`src/rtl/core/c1ks_pkg.sv`:
```
`timescale 1ns / 1ps
`default_nettype none
// ----------------------------------------------------------------------------
// c1ks_pkg
// Shared types, tap masks and filter tables for the Crypto1 keystream engine.
// ----------------------------------------------------------------------------
package c1ks_pkg;

    localparam int unsigned HALF_W = 24;
    localparam int unsigned KEY_W  = 48;
    localparam int unsigned DATA_W = 32;
    localparam int unsigned CNT_W  = 5;

    localparam logic [HALF_W-1:0] POLY_ODD  = 24'h29CE5C;
    localparam logic [HALF_W-1:0] POLY_EVEN = 24'h870804;

    localparam logic [31:0] FA0 = 32'h000F22C0;
    localparam logic [31:0] FA1 = 32'h0006C9C0;
    localparam logic [31:0] FA2 = 32'h0003C8B0;
    localparam logic [31:0] FA3 = 32'h0001E458;
    localparam logic [31:0] FA4 = 32'h0000D938;
    localparam logic [31:0] FC  = 32'hEC57E80A;

    typedef enum logic [1:0] {
        OP_INIT   = 2'd0,
        OP_NIBBLE = 2'd1,
        OP_BYTE   = 2'd2,
        OP_WORD   = 2'd3
    } t_opcode;

    typedef enum logic [1:0] {
        S_IDLE = 2'd0,
        S_STEP = 2'd1,
        S_DONE = 2'd2
    } t_state;

    // two-layer nonlinear filter over bits 19..0 of the odd half
    function automatic logic filter_bit(input logic [HALF_W-1:0] v);
        logic [4:0] f;
        f[4] = FA0[{1'b0, v[3:0]}   + 5'd4];
        f[3] = FA1[{1'b0, v[7:4]}   + 5'd3];
        f[2] = FA2[{1'b0, v[11:8]}  + 5'd2];
        f[1] = FA3[{1'b0, v[15:12]} + 5'd1];
        f[0] = FA4[{1'b0, v[19:16]}];
        return FC[f];
    endfunction

    function automatic logic [DATA_W-1:0] byte_swap(input logic [DATA_W-1:0] d);
        return {d[7:0], d[15:8], d[23:16], d[31:24]};
    endfunction

endpackage
`default_nettype wire

```
`src/rtl/core/crypto1_keystream_engine_unit.sv`:
```
`timescale 1ns / 1ps
`default_nettype none
// ----------------------------------------------------------------------------
// crypto1_keystream_engine_unit
// Crypto1 keystream generator, one LFSR step per clock.
//
// Input channel (i_in_valid / o_in_stall) takes an opcode, data bits and the
// encrypted-feed flag. Output channel (o_out_valid / i_out_stall) returns the
// keystream bits and the parity key bit, one beat per input beat.
// Configuration channel (i_cfg_valid / o_cfg_ready) writes the 48-bit key;
// it is always ready. The user must write it only while the engine is idle;
// the block does not enforce this. An init beat goes from idle straight to
// the done state; a step opcode first passes through the step state for 4,
// 8 or 32 LFSR steps through the shared filter and feedback parity. Input
// is taken again in the cycle after the result moves to the output register.
// Synchronous active-low reset clears the LFSR, key, state and output valid.
// When the receiver stalls, the output register holds its beat; a new item
// may still be accepted and stepped, and it waits until the register frees.
// ----------------------------------------------------------------------------
module crypto1_keystream_engine_unit (
    input  wire         i_clk,
    input  wire         i_rst_n,
    input  wire         i_cfg_valid,
    output logic        o_cfg_ready,
    input  wire  [47:0] i_cipher_key,
    input  wire         i_in_valid,
    output logic        o_in_stall,
    input  wire  [1:0]  i_opcode,
    input  wire  [31:0] i_data_in,
    input  wire         i_encrypted_feed,
    output logic        o_out_valid,
    input  wire         i_out_stall,
    output logic [31:0] o_keystream,
    output logic        o_parity_key
);

    c1ks_pkg::t_state                r_state;
    c1ks_pkg::t_state                n_state;
    c1ks_pkg::t_opcode               r_op;
    logic [c1ks_pkg::KEY_W-1:0]      r_key;
    logic [c1ks_pkg::HALF_W-1:0]     r_odd;
    logic [c1ks_pkg::HALF_W-1:0]     r_even;
    logic [c1ks_pkg::DATA_W-1:0]     r_data;
    logic [c1ks_pkg::DATA_W-1:0]     r_ks;
    logic [c1ks_pkg::CNT_W-1:0]      r_cnt;
    logic [c1ks_pkg::CNT_W-1:0]      r_cnt_max;
    logic                            r_enc;
    logic                            r_out_valid;
    logic [c1ks_pkg::DATA_W-1:0]     r_out_ks;
    logic                            r_out_par;

    logic                            in_fire;
    logic                            out_fire;
    logic                            in_stall;
    logic                            out_load;
    logic                            step_en;
    logic                            ks_bit;
    logic                            fb_bit;
    logic [c1ks_pkg::HALF_W-1:0]     key_odd;
    logic [c1ks_pkg::HALF_W-1:0]     key_even;
    logic [c1ks_pkg::DATA_W-1:0]     ks_aligned;
    c1ks_pkg::t_opcode               in_op;

    assign in_op    = c1ks_pkg::t_opcode'(i_opcode);
    assign in_fire  = i_in_valid && !in_stall;
    assign out_fire = r_out_valid && !i_out_stall;

    always_comb begin
        for (int j = 0; j < c1ks_pkg::HALF_W; j++) begin
            key_odd[j]  = r_key[(2 * j) ^ 7];
            key_even[j] = r_key[(2 * j + 1) ^ 7];
        end
    end

    assign ks_bit = c1ks_pkg::filter_bit(r_odd);
    assign fb_bit = (^(r_odd & c1ks_pkg::POLY_ODD)) ^ (^(r_even & c1ks_pkg::POLY_EVEN))
                  ^ r_data[0] ^ (r_enc & ks_bit);

    always_comb begin
        case (r_op)
            c1ks_pkg::OP_NIBBLE: ks_aligned = {28'd0, r_ks[31:28]};
            c1ks_pkg::OP_BYTE:   ks_aligned = {24'd0, r_ks[31:24]};
            c1ks_pkg::OP_WORD:   ks_aligned = c1ks_pkg::byte_swap(r_ks);
            default:             ks_aligned = r_ks;
        endcase
    end

    // next state
    always_comb begin
        n_state = r_state;
        case (r_state)
            c1ks_pkg::S_IDLE: begin
                if (i_in_valid) begin
                    n_state = (in_op == c1ks_pkg::OP_INIT) ? c1ks_pkg::S_DONE
                                                           : c1ks_pkg::S_STEP;
                end
            end
            c1ks_pkg::S_STEP: begin
                if (r_cnt == r_cnt_max) begin
                    n_state = c1ks_pkg::S_DONE;
                end
            end
            c1ks_pkg::S_DONE: begin
                if (!r_out_valid || !i_out_stall) begin
                    n_state = c1ks_pkg::S_IDLE;
                end
            end
            default: n_state = c1ks_pkg::S_IDLE;
        endcase
    end

    // state outputs
    always_comb begin
        in_stall = 1'b1;
        step_en  = 1'b0;
        out_load = 1'b0;
        case (r_state)
            c1ks_pkg::S_IDLE: in_stall = 1'b0;
            c1ks_pkg::S_STEP: step_en  = 1'b1;
            c1ks_pkg::S_DONE: out_load = !r_out_valid || !i_out_stall;
            default: in_stall = 1'b1;
        endcase
    end

    always_ff @(posedge i_clk) begin
        if (!i_rst_n) begin
            r_state     <= c1ks_pkg::S_IDLE;
            r_key       <= '0;
            r_odd       <= '0;
            r_even      <= '0;
            r_out_valid <= 1'b0;
        end else begin
            r_state <= n_state;
            if (i_cfg_valid) begin
                r_key <= i_cipher_key;
            end
            if (in_fire && in_op == c1ks_pkg::OP_INIT) begin
                r_odd  <= key_odd;
                r_even <= key_even;
            end else if (step_en) begin
                r_odd  <= {r_even[c1ks_pkg::HALF_W-2:0], fb_bit};
                r_even <= r_odd;
            end
            if (out_load) begin
                r_out_valid <= 1'b1;
            end else if (out_fire) begin
                r_out_valid <= 1'b0;
            end
        end
    end

    always_ff @(posedge i_clk) begin
        if (in_fire) begin
            r_op  <= in_op;
            r_enc <= i_encrypted_feed;
            r_cnt <= '0;
            r_ks  <= '0;
            r_data <= (in_op == c1ks_pkg::OP_WORD) ? c1ks_pkg::byte_swap(i_data_in)
                                                   : i_data_in;
            case (in_op)
                c1ks_pkg::OP_NIBBLE: r_cnt_max <= 5'd3;
                c1ks_pkg::OP_BYTE:   r_cnt_max <= 5'd7;
                default:             r_cnt_max <= 5'd31;
            endcase
        end else if (step_en) begin
            r_cnt  <= r_cnt + 5'd1;
            r_data <= {1'b0, r_data[c1ks_pkg::DATA_W-1:1]};
            r_ks   <= {ks_bit, r_ks[c1ks_pkg::DATA_W-1:1]};
        end
        if (out_load) begin
            r_out_ks  <= ks_aligned;
            r_out_par <= ks_bit;
        end
    end

    assign o_cfg_ready  = 1'b1;
    assign o_in_stall   = in_stall;
    assign o_out_valid  = r_out_valid;
    assign o_keystream  = r_out_ks;
    assign o_parity_key = r_out_par;

    a_init_to_done: assert property (@(posedge i_clk) disable iff (!i_rst_n)
        in_fire && in_op == c1ks_pkg::OP_INIT |=> r_state == c1ks_pkg::S_DONE && r_ks == '0)
        else $error("init beat did not go straight to result with zero keystream");

    a_step_entry: assert property (@(posedge i_clk) disable iff (!i_rst_n)
        in_fire && in_op != c1ks_pkg::OP_INIT |=> r_state == c1ks_pkg::S_STEP && r_cnt == '0)
        else $error("step opcode did not start stepping from count zero");

    a_cnt_bound: assert property (@(posedge i_clk) disable iff (!i_rst_n)
        r_state == c1ks_pkg::S_STEP |-> r_cnt <= r_cnt_max)
        else $error("step count ran past its limit");

    a_no_overwrite: assert property (@(posedge i_clk) disable iff (!i_rst_n)
        r_state == c1ks_pkg::S_DONE && r_out_valid && i_out_stall
        |=> r_state == c1ks_pkg::S_DONE && r_out_valid)
        else $error("finished result left while output register was held");

endmodule
`default_nettype wire
```
`config.mk`:
```
export PLATFORM = sky130hd
export DESIGN_NAME = crypto1_keystream_engine_unit
export DESIGN_NICKNAME = d
export VERILOG_FILES = /design/src/rtl/core/c1ks_pkg.sv /design/src/rtl/core/crypto1_keystream_engine_unit.sv
export SDC_FILE = /design/constraint.sdc
export NUM_CORES = 1
export LEC_CHECK = 0
export BUFFER_PORTS_ARGS = -buffer_cell sky130_fd_sc_hd__buf_2
export CAP_MARGIN = 20
export CELL_PAD_IN_SITES_DETAIL_PLACEMENT = 1
export CELL_PAD_IN_SITES_GLOBAL_PLACEMENT = 1
export CORE_UTILIZATION = 40
export CTS_CLUSTER_SIZE = 30
export DETAILED_ROUTE_END_ITERATION = 8
export HOLD_SLACK_MARGIN = 0.1
export PLACE_DENSITY = 0.81
export SKIP_CTS_REPAIR_TIMING = 1
export SLEW_MARGIN = 40
export SYNTH_ARGS = -nofsm -noshare
export SYNTH_HDL_FRONTEND = slang
export SYNTH_SLANG_ARGS = --single-unit
```
`constraint.sdc`:
```
create_clock -name i_clk -period 2.6 [get_ports i_clk]
set_input_delay 0.13 -clock i_clk [delete_from_list [all_inputs] [get_ports i_clk]]
set_output_delay 0.13 -clock i_clk [all_outputs]
set_load 0.01 [all_outputs]
```
Yosys cells after proc, flatten, opt, wreduce, memory -nomap -nowiden --
Memories as Yosys holds them, arrays and structs flattened. A register that Yosys moved wholly into a read port is not among the register bits. Cells that the tools add are included.
Storage, ports and cells: logic and storage cells 87, input bits 88, bits in registers 209, memories 6, memory bits (read-only) 176, output and inout port bits 36
Operators by class: bitwise operators 4, mux-type cells 27, reductions and logical operators 14, eq/ne operators 12, order comparisons 6, add/sub/neg operators 5
Memories:
- (name not given) | words 32, width 1, rd ports 1, clocked after Yosys merged registers in 0, wr ports 0, RTL line c1ks_pkg.sv:45 | return FC[f];
- (name not given) | words 32, width 1, rd ports 1, clocked after Yosys merged registers in 0, wr ports 0, RTL line c1ks_pkg.sv:43 | f[1] = FA3[{1'b0, v[15:12]} + 5'd1];
- (name not given) | words 32, width 1, rd ports 1, clocked after Yosys merged registers in 0, wr ports 0, RTL line c1ks_pkg.sv:42 | f[2] = FA2[{1'b0, v[11:8]} + 5'd2];
- (name not given) | words 32, width 1, rd ports 1, clocked after Yosys merged registers in 0, wr ports 0, RTL line c1ks_pkg.sv:41 | f[3] = FA1[{1'b0, v[7:4]} + 5'd3];
- (name not given) | words 32, width 1, rd ports 1, clocked after Yosys merged registers in 0, wr ports 0, RTL line c1ks_pkg.sv:40 | f[4] = FA0[{1'b0, v[3:0]} + 5'd4];
- (name not given) | words 16, width 1, rd ports 1, clocked after Yosys merged registers in 1, wr ports 0, RTL line c1ks_pkg.sv:44 | f[0] = FA4[{1'b0, v[19:16]}];
Operators with widths (number):
- 24-bit 2-to-1 mux | 4
- 32-bit 2-to-1 mux | 3
- 32-bit case mux with 3 select lines | 1
- 24-bit XOR reduction | 2
- 5-bit by 6-bit < comparator with 1-bit output, second input constant | 5
- 1-bit 2-to-1 mux | 11
- 4-bit by 2-bit adder with 5-bit output, second input constant | 2
- 2-bit == test, second input constant | 5
- 5-bit case mux with 2 select lines | 1
- 2-bit 2-to-1 mux | 4
- 4-bit 2-to-1 mux | 2
- 2-bit by 1-bit == test with 1-bit output, second input constant | 3
- 4-bit by 6-bit < comparator with 1-bit output, second input constant | 1
- 2-bit != test, second input constant | 3
- 2-bit case mux with 3 select lines | 1
- 2-bit nonzero test | 3
- 4-bit by 1-bit adder with 5-bit output, second input constant | 1
- 4-bit by 3-bit adder with 5-bit output, second input constant | 1
- 5-bit by 1-bit adder with 5-bit output, second input constant | 1
- 5-bit == test | 1
- 2-bit logical NOT | 2
- 1-bit logical AND | 3
- 3-bit AND reduction | 1
- 1-bit bitwise XOR | 3
- other kinds (3) | 4

Logic depth before layout (Yosys ltp) --
Gate-level depths: netlist of run 1.
depth after elaboration 11, gate-level depth with buffers 12, mapped depth without buffers 12

Worst setup path after synthesis of run 1 --
OpenSTA, ideal clock, no wires.
path type flip-flop to flip-flop, from reg r_state[0], to reg r_out_ks, in the netlist o_keystream[0] (enable), path slack -0.088 ns, cell stages (with the launch flop) 4, library setup time 0.434 ns, period minus slack after synthesis 2.688 ns, required time 2.166 ns, arrival time 2.254 ns, buffers on the path 1, cells stage by stage dfxtp_1 buf_2 nand2b_1 a21oi_1
Between the ends: cells in the longest elaborated chain, start to end 2
Ends and longest elaborated chain:
- from (decl) | RTL line crypto1_keystream_engine_unit.sv:37 | c1ks_pkg::t_state r_state;
- from (signal assigned) | RTL line crypto1_keystream_engine_unit.sv:127 | r_state <= c1ks_pkg::S_IDLE;
- from (signal assigned) | RTL line crypto1_keystream_engine_unit.sv:133 | r_state <= n_state;
- 2-bit == test | RTL line crypto1_keystream_engine_unit.sv:117 | case (r_state)
- 1-bit 2-to-1 mux | RTL line crypto1_keystream_engine_unit.sv:117
- named net out_load | RTL line crypto1_keystream_engine_unit.sv:55 | logic out_load;
- to (signal assigned) | RTL line crypto1_keystream_engine_unit.sv:171 | r_out_ks <= ks_aligned;
- to (decl) | RTL line crypto1_keystream_engine_unit.sv:49 | logic [c1ks_pkg::DATA_W-1:0] r_out_ks;
The timed path passes the listed nets, and every way through them passes these cells. A chain may end at the register's enable or synchronous reset.

Worst setup path after layout of run 1 --
from reg r_odd[9] (netlist bit), to reg r_odd[0] (netlist bit)
Between the ends: cells in the longest elaborated chain, start to end 9, elaborated cells between the ends (all ways) 12, classes of those cells add/sub (1); mux (4); bitwise (4); reduce/logical (1); memory (2)
Ends and longest elaborated chain:
- from (decl) | RTL line crypto1_keystream_engine_unit.sv:41 | logic [c1ks_pkg::HALF_W-1:0] r_odd;
- from (signal assigned) | RTL line crypto1_keystream_engine_unit.sv:138 | r_odd <= key_odd;
- from (signal assigned) | RTL line crypto1_keystream_engine_unit.sv:141 | r_odd <= {r_even[c1ks_pkg::HALF_W-2:0], fb_bit};
- 4-bit by 2-bit adder with 5-bit output | RTL line c1ks_pkg.sv:42
- memory 32 x 1 bit
- 1-bit 2-to-1 mux (implied by the code) | RTL line c1ks_pkg.sv:42
- memory 32 x 1 bit
- 1-bit 2-to-1 mux (implied by the code) | RTL line c1ks_pkg.sv:45
- 1-bit AND | RTL line crypto1_keystream_engine_unit.sv:77 | ^ r_data[0] ^ (r_enc & ks_bit);
- 1-bit bitwise XOR * | RTL line crypto1_keystream_engine_unit.sv:77
- 24-bit 2-to-1 mux * | RTL line crypto1_keystream_engine_unit.sv:140 | end else if (step_en) begin
- 24-bit 2-to-1 mux * | RTL line crypto1_keystream_engine_unit.sv:137 | if (in_fire && in_op == c1ks_pkg::OP_INIT) begin
Mark *: on every way between the ends. The rest lies on a longest branch, timed or not. The select of a mux whose other input is x is not followed.

==> results.md, run 1 <==
- Dominant combinational cell family by area after synthesis: compound AO/OA/AOI/OAI gates
- Full die area: 0.0232 sq mm
- Sum of negative setup slack: 0 ns
- Yosys top cell by area: sky130_fd_sc_hd__dfxtp_1
- Total gr overflow: 0
- TritonRoute pass-1 iters: 6
- Number of cells produced by synthesis: 880
- Number of buffers created by CTS: 24
- Number of flops mapped to enable cells by yosys: 70
- Number of warnings reported in the yosys synthesis log: 0
- Synth async-reset ratio: 0
- First-pass GRT wire length: 34.6 mm
- Fraction of the mapped netlist area in compound gates: 0.163
- DRT antenna net count: 0
- Worst Skew: 0.0115 ns
- Adder and majority gate portion of the synthesized area: 0.0180
- Stages on worst setup path: 8
- Final period util: 0.938
- CP top delay family: compound AO/OA/AOI/OAI gates
- Slew Limit Fails: 0
- Violations in the final reports: design-rule violations
- Total power density per cell area: 689 mW/mm^2
- Max-cap violations: 0
- Worst hold path class: in -> reg
- Outcome: complete, but fails checks
- Dominant cell type by count on the critical path: sky130_fd_sc_hd__ha_1
- Final setup violating endpoints: 0
- Fill cells: 2371
- Drt initial violations: 346
- Worst Reg2Reg Path Length in Cells: 8
- Internal power contribution: 6.13 mW
- H-Tree Level Count: 1
- Reg clk slew, reported paths: 0.06 ns
- Multi-input logic area: 0.00392 sq mm
- Type of the worst setup path: reg -> reg
- Cell types with the largest area share after synthesis: sky130_fd_sc_hd__dfxtp_1 30%, sky130_fd_sc_hd__edfxtp_1 23%, sky130_fd_sc_hd__mux2i_1 9.5%
- Largest vdd supply drop: 463 uV
- Largest fanout on the critical path: 6
- RSZ-0062 raised after global routing: false
- Longest Clk Path Bufs: 3
- Die Wd: 152 um
- Max Clk Rate: 410 MHz
- XOR/XNOR share of the synthesized area: 0.0204
- Drt via density: 5.15
- CP Data Required Time: 2.99 ns
- Clock latency of the later-clocked register in the worst-skew pair: 0.50 ns
- Area share of the leading cell type in the synthesized netlist: 0.303
- Share of power burned in registers: 0.452
- Number of antenna violations at the first check in global routing: 1
- Worst path arrival time: 2.82 ns
- Final critical path time including I/O delays and setup: 2.44 ns
- Area grow syn2layout: 29.5%
- Area of all placed cells without fillers: 0.0117 sq mm
- Clock group share of total power: 0.446
- Post-Syn Nets: 981
- Switching part of the total: 0.240
- Placer's final routability congestion estimate: 0.786
- Number of hold violations in the final report: 0
- Worst-Margin Slew: 0.823 ns
- CTS tree: yes
- Depth of the worst hold-timing path: 3
- Switch Pwr: 1.93 mW
- Simple-gate area share of the yosys netlist: 0.131
- Seq/Total Area, Yosys: 0.536
- Post-DP Area: 0.00989 sq mm
- Post-synthesis mux area share: 0.0969
- Number of placed I/O pins: 124
- Number of distinct library cells after synthesis: 51
- Maximum number of pins on one net before global-route repair: 64
- Slowest stage delay, CP: 0.37 ns
- Cell row count: 54
- Number of storage elements in the synthesis netlist: 207
- Category of the worst setup path launch point: flop
- Number of clock sinks: 207
- Detailed-route wire length: 23.5 mm
- # port buffers: 122
- Logic pwr share: 0.102
- Crit path buf inv count: 0
- Storage cell area: 0.00484 sq mm
- Starting density of the core: 0.412
- Drc violations: 8
- Average detailed-routed wire length per instance: 17.1 um
- CTS root buffer: sky130_fd_sc_hd__clkbuf_16
- Via count of the first global-routing pass: 6733
- Mean area per synthesized cell: 10.3 sq um
- Post-Syn Area: 0.00904 sq mm
- Kind of end point of the critical path: flop
- Half-perimeter wire length of the detailed placement result: 13.8 mm
- Leakage: 4.53 nW
- Total core area: 0.0220 sq mm
- Crit-path cells: ha_1, ha_1, or3b_1, a32o_1, nor2b_1, a21oi_1, o2111ai_2, a221o_1
- Share of final-layout standard cells stronger than drive strength 1: 0.173
- Height of the die: 152 um
- Prevailing post-synth register cell: sky130_fd_sc_hd__dfxtp_1
- Total number of vias: 7077
- Overall track demand over capacity in global routing: 0.180
- NumNets Final: 1175
- Slew Limit Headroom: 0.451
- Max stage delay cell, worst path: sky130_fd_sc_hd__dfxtp_1
## cell type report
class / count / share of cell area
Inverter: 12 / 0.00385
Tap cell: 280 / 0.0299
Antenna cell: 1 / 0.000214
Sequential cell: 207 / 0.414
Timing Repair Buffer: 232 / 0.144
Clock inverter: 18 / 0.0173
Multi-Input combinational cell: 597 / 0.335
Clock buffer: 26 / 0.0556
## power groups by stage
stage / combinational [mW] / clock (mW) / sequential [mW]
global route: 0.906 / 3.82 / 3.66
CTS: 0.695 / 3.67 / 3.64
detailed placement: 0.689 / 0 / 3.71
global placement: 0.666 / 0 / 3.70
finish: 0.823 / 3.59 / 3.64
floorplan: 0.484 / 0 / 3.67
## state kept, by name (all words and copies together) (netlist names), named ones only
register,cells
r_data,32
r_cnt_max,2
r_enc,1
o_keystream,32
r_op,2
r_cnt,5
r_odd,24
r_ks,32
r_key,48
r_state,2
o_parity_key,1
r_even,24
o_out_valid,1
## cell usage after synthesis, drive strengths merged, types with 16 or more instances
library cell  instances
buf                  18
o21ai                77
a21boi               47
nand2               158
nor2b                53
a22oi                45
nor2                 16
clkbuf               46
edfxtp               70
a22o                 24
xnor2                16
dfxtp               137
mux2i                86
## logic make-up (layout without fill, tap and decap cells)
group / count (synthesis) / count (layout)
xor gates and xnor gates: 21 / 21
and+or+nand+nor: 259 / 259
DFF: 207 / 207
muxes: 87 / 87
buffers and inverters: 76 / 288
other: 1 / 2
adders and majority gates: 13 / 13
AOI/OAI and AO/OA: 216 / 216
## final timing paths
kind                                    start          to  slack, ns
worst min register to register     r_even[12]  r_even[12]       0.46
worst max-delay path                 r_odd[9]    r_odd[0]       0.16
worst max register to register       r_odd[9]    r_odd[0]       0.16
worst min-delay path            i_data_in[14]  r_data[22]       0.06
## through the flow
step | hold WS (ns) | setup slack (ns) | power [mW] | utilization | cells
5_1_grt | 0.0954 | 0.0477 | 8.38 | 0.533 | 1373
6_report | 0.0553 | 0.162 | 8.06 | 0.533 | 1373
3_3_place_gp | 0.344 | 0.255 | 4.37 | 0.450 | 1232
3_5_place_dp | 0.344 | 0.171 | 4.40 | 0.450 | 1232
4_1_cts | -0.186 | 0.154 | 8.01 | 0.489 | 1276
2_1_floorplan | 0.229 | 0.314 | 4.15 | - | 880
## layout by cell type (no fill, tap or decap), types with 5 or more instances in the layout
| master | Yosys | routed |
|---|---|---|
| sky130_fd_sc_hd__buf_4 | 1 | 13 |
| sky130_fd_sc_hd__dfxtp_1 | 137 | 137 |
| sky130_fd_sc_hd__mux2i_1 | 86 | 86 |
| sky130_fd_sc_hd__a22oi_1 | 45 | 45 |
| sky130_fd_sc_hd__nand2_1 | 158 | 157 |
| sky130_fd_sc_hd__a21oi_1 | 7 | 6 |
| sky130_fd_sc_hd__inv_1 | 9 | 9 |
| sky130_fd_sc_hd__o21ai_1 | 27 | 27 |
| sky130_fd_sc_hd__nor2b_1 | 53 | 52 |
| sky130_fd_sc_hd__ha_1 | 13 | 12 |
| sky130_fd_sc_hd__o21ai_0 | 50 | 50 |
| sky130_fd_sc_hd__dlygate4sd3_1 | 0 | 96 |
| sky130_fd_sc_hd__clkbuf_16 | 0 | 26 |
| sky130_fd_sc_hd__edfxtp_1 | 70 | 70 |
| sky130_fd_sc_hd__a21boi_1 | 46 | 46 |
| sky130_fd_sc_hd__buf_2 | 9 | 122 |
| sky130_fd_sc_hd__nand3_1 | 6 | 6 |
| sky130_fd_sc_hd__xnor2_1 | 16 | 16 |
| sky130_fd_sc_hd__xor2_1 | 5 | 5 |
| sky130_fd_sc_hd__and2_1 | 5 | 5 |
| sky130_fd_sc_hd__nor2_1 | 16 | 14 |
| sky130_fd_sc_hd__nand2b_1 | 6 | 6 |
| sky130_fd_sc_hd__a22o_1 | 24 | 24 |
## tightest hold or removal path, stage by stage
cell and delay [ns]:
sky130_fd_sc_hd__buf_2 0.09, sky130_fd_sc_hd__mux2i_1 0.06, sky130_fd_sc_hd__o21ai_0 0.17
## metal layers
| metal | global-route usage | wire length (um) | share of wire |
|---|---|---|---|
| met4 | 0.0398 | 383 | 0.016 |
| met5 | 0 | 0 | 0 |
| met2 | 0.308 | 11900 | 0.51 |
| met1 | 0.239 | 10500 | 0.45 |
| met3 | 0.0273 | 742 | 0.032 |
(Power assumes the default switching activity.)
==> inputs of run 2 (changes only) <==
- CORE_UTILIZATION: 40 -> 35
- PLACE_DENSITY: 0.81 -> 0.73
==> results.md, run 2 (synthesis results as in run 1) <==
- Layer with the highest usage: met2
- Share of final-layout standard cells stronger than drive strength 1: 0.175
- Height of the die: 163 um
- Half-perimeter wire length of the detailed placement result: 14.1 mm
- Most common cell after layout, fill and taps aside: sky130_fd_sc_hd__nand2_1
- Flip-flop count of the largest register, all copies and words added: 48
- Worst hold path class: in -> reg
- Via count of the first global-routing pass: 6869
- CTS tree: yes
- Longest Clk Path Bufs: 3
- Worst Skew: 0.00662 ns
- Overall track demand over capacity in global routing: 0.162
- Number of clock sinks: 207
- Outcome: finished clean
- Drc violations: 0
- First-pass GRT wire length: 34.9 mm
- Number of hold violations in the final report: 0
- Diodes inserted: 0
- Full die area: 0.0265 sq mm
- Die Wd: 163 um
- Total number of vias: 7064
- Starting density of the core: 0.358
- Max-cap violations: 0
- Max Clk Rate: 407 MHz
- Maximum number of pins on one net before global-route repair: 78
- Grt met3 use: 0.0265
- Reg clk slew, reported paths: 0.06 ns
- Slew Limit Headroom: 0.515
- NumNets Final: 1181
- Drt via density: 4.95
- Largest vdd supply drop: 557 uV
- Most used cells in the layout excluding fill and tap cells: 157 x sky130_fd_sc_hd__nand2_1, 137 x sky130_fd_sc_hd__dfxtp_1, 122 x sky130_fd_sc_hd__buf_2
- RSZ-0062 raised after global routing: false
- Area grow syn2layout: 30.2%
- Largest fanout on the critical path: 6
- Fill cells: 2801
- Type of the worst setup path: reg -> reg
- Drt initial violations: 313
- H-Tree Level Count: 1
- Number of placed I/O pins: 124
- Clock latency of the later-clocked register in the worst-skew pair: 0.51 ns
- Average detailed-routed wire length per instance: 16.0 um
- Number of buffers created by CTS: 24
- CP Data Required Time: 3.00 ns
- Total power density per cell area: 668 mW/mm^2
- Detailed-route wire length: 22.8 mm
- Placer's final routability congestion estimate: 0.746
- Sum of negative setup slack: 0 ns
- Kind of end point of the critical path: flop
- Cell row count: 58
- Category of the worst setup path launch point: flop
- Final setup violating endpoints: 0
- Number of antenna violations at the first check in global routing: 0
- Worst path arrival time: 2.86 ns
- Total core area: 0.0253 sq mm
- DRT antenna net count: 0
- Register with the highest flop count: r_key
- Final period util: 0.945
- Met2 GRT Util: 0.272
- Final core utilization: 0.466
- # port buffers: 122
- Met1 demand-to-capacity share in global routing: 0.215
- TritonRoute pass-1 iters: 4
- Post-route worst hold slack: 0.0400 ns
- Final critical path time including I/O delays and setup: 2.46 ns
- Slew Limit Fails: 0
- Total gr overflow: 0
- Leakage: 4.54 nW
- Worst-Margin Slew: 0.726 ns
- CTS root buffer: sky130_fd_sc_hd__clkbuf_16
run 2: changes by cell type in the layout (fill, tap and decap cells not counted), sizes merged:
cell	change
diode	-1
clkbuf	+2
bufinv	-1
inv	-3
clkinv	+2
buf	+4
dlygate4sd3	+2
run 2: per-stage QoR:
step	power, mW	area [sq um]	instances	worst slack, ns
after floorplan	4.15	9040	880	0.314
after global placement	4.39	9990	1286	0.242
after detailed placement	4.41	9990	1286	0.159
after CTS	7.86	10800	1330	0.144
after global routing	8.21	11800	1428	0.0590
final	7.86	11800	1428	0.144
run 2: layout make-up:
class / count / area [sq um] / share of cell area
flip-flops and latches: 207 / 4840 / 0.412
multi-input cells: 597 / 3920 / 0.333
repair buffers: 238 / 1750 / 0.149
clock buffers: 28 / 637 / 0.0541
well taps: 330 / 413 / 0.0351
clock inverters: 16 / 158 / 0.0134
inverters: 12 / 45.0 / 0.00383
run 2: critical path, cell delays in order (launching register included):
cell and delay [ns]:
sky130_fd_sc_hd__dfxtp_1 0.36, sky130_fd_sc_hd__ha_1 0.22, sky130_fd_sc_hd__ha_1 0.30, sky130_fd_sc_hd__or3b_1 0.37, sky130_fd_sc_hd__a32o_1 0.30, sky130_fd_sc_hd__a311o_1 0.37, sky130_fd_sc_hd__o2111ai_2 0.11, sky130_fd_sc_hd__nor2_1 0.07
sky130_fd_sc_hd__a221o_1 0.25
run 2: power by group:
part / switching (mW) / internal (mW) / total (mW) / leakage, nW
clock: 1.35 / 2.05 / 3.40 / 0.393
combinational: 0.453 / 0.382 / 0.835 / 2.36
sequential: 0.0915 / 3.54 / 3.63 / 1.79
total: 1.89 / 5.97 / 7.86 / 4.54
run 2: final timing paths:
check         endpoint  slack (ns)  depth (start not counted)    startpoint
max           r_odd[0]        0.14                          8      r_odd[9]
min          r_data[0]        0.04                          3  i_data_in[0]
max reg2reg   r_odd[0]        0.14                          8      r_odd[9]
min reg2reg  r_even[4]        0.46                          2     r_even[4]
run 2: layer usage:
metal | share of wire | vias up
met2 | 0.49 | 125
met1 | 0.45 | 3391
li1 | - | 3504
met5 | 0 | -
met4 | 0.022 | 0
met3 | 0.035 | 44
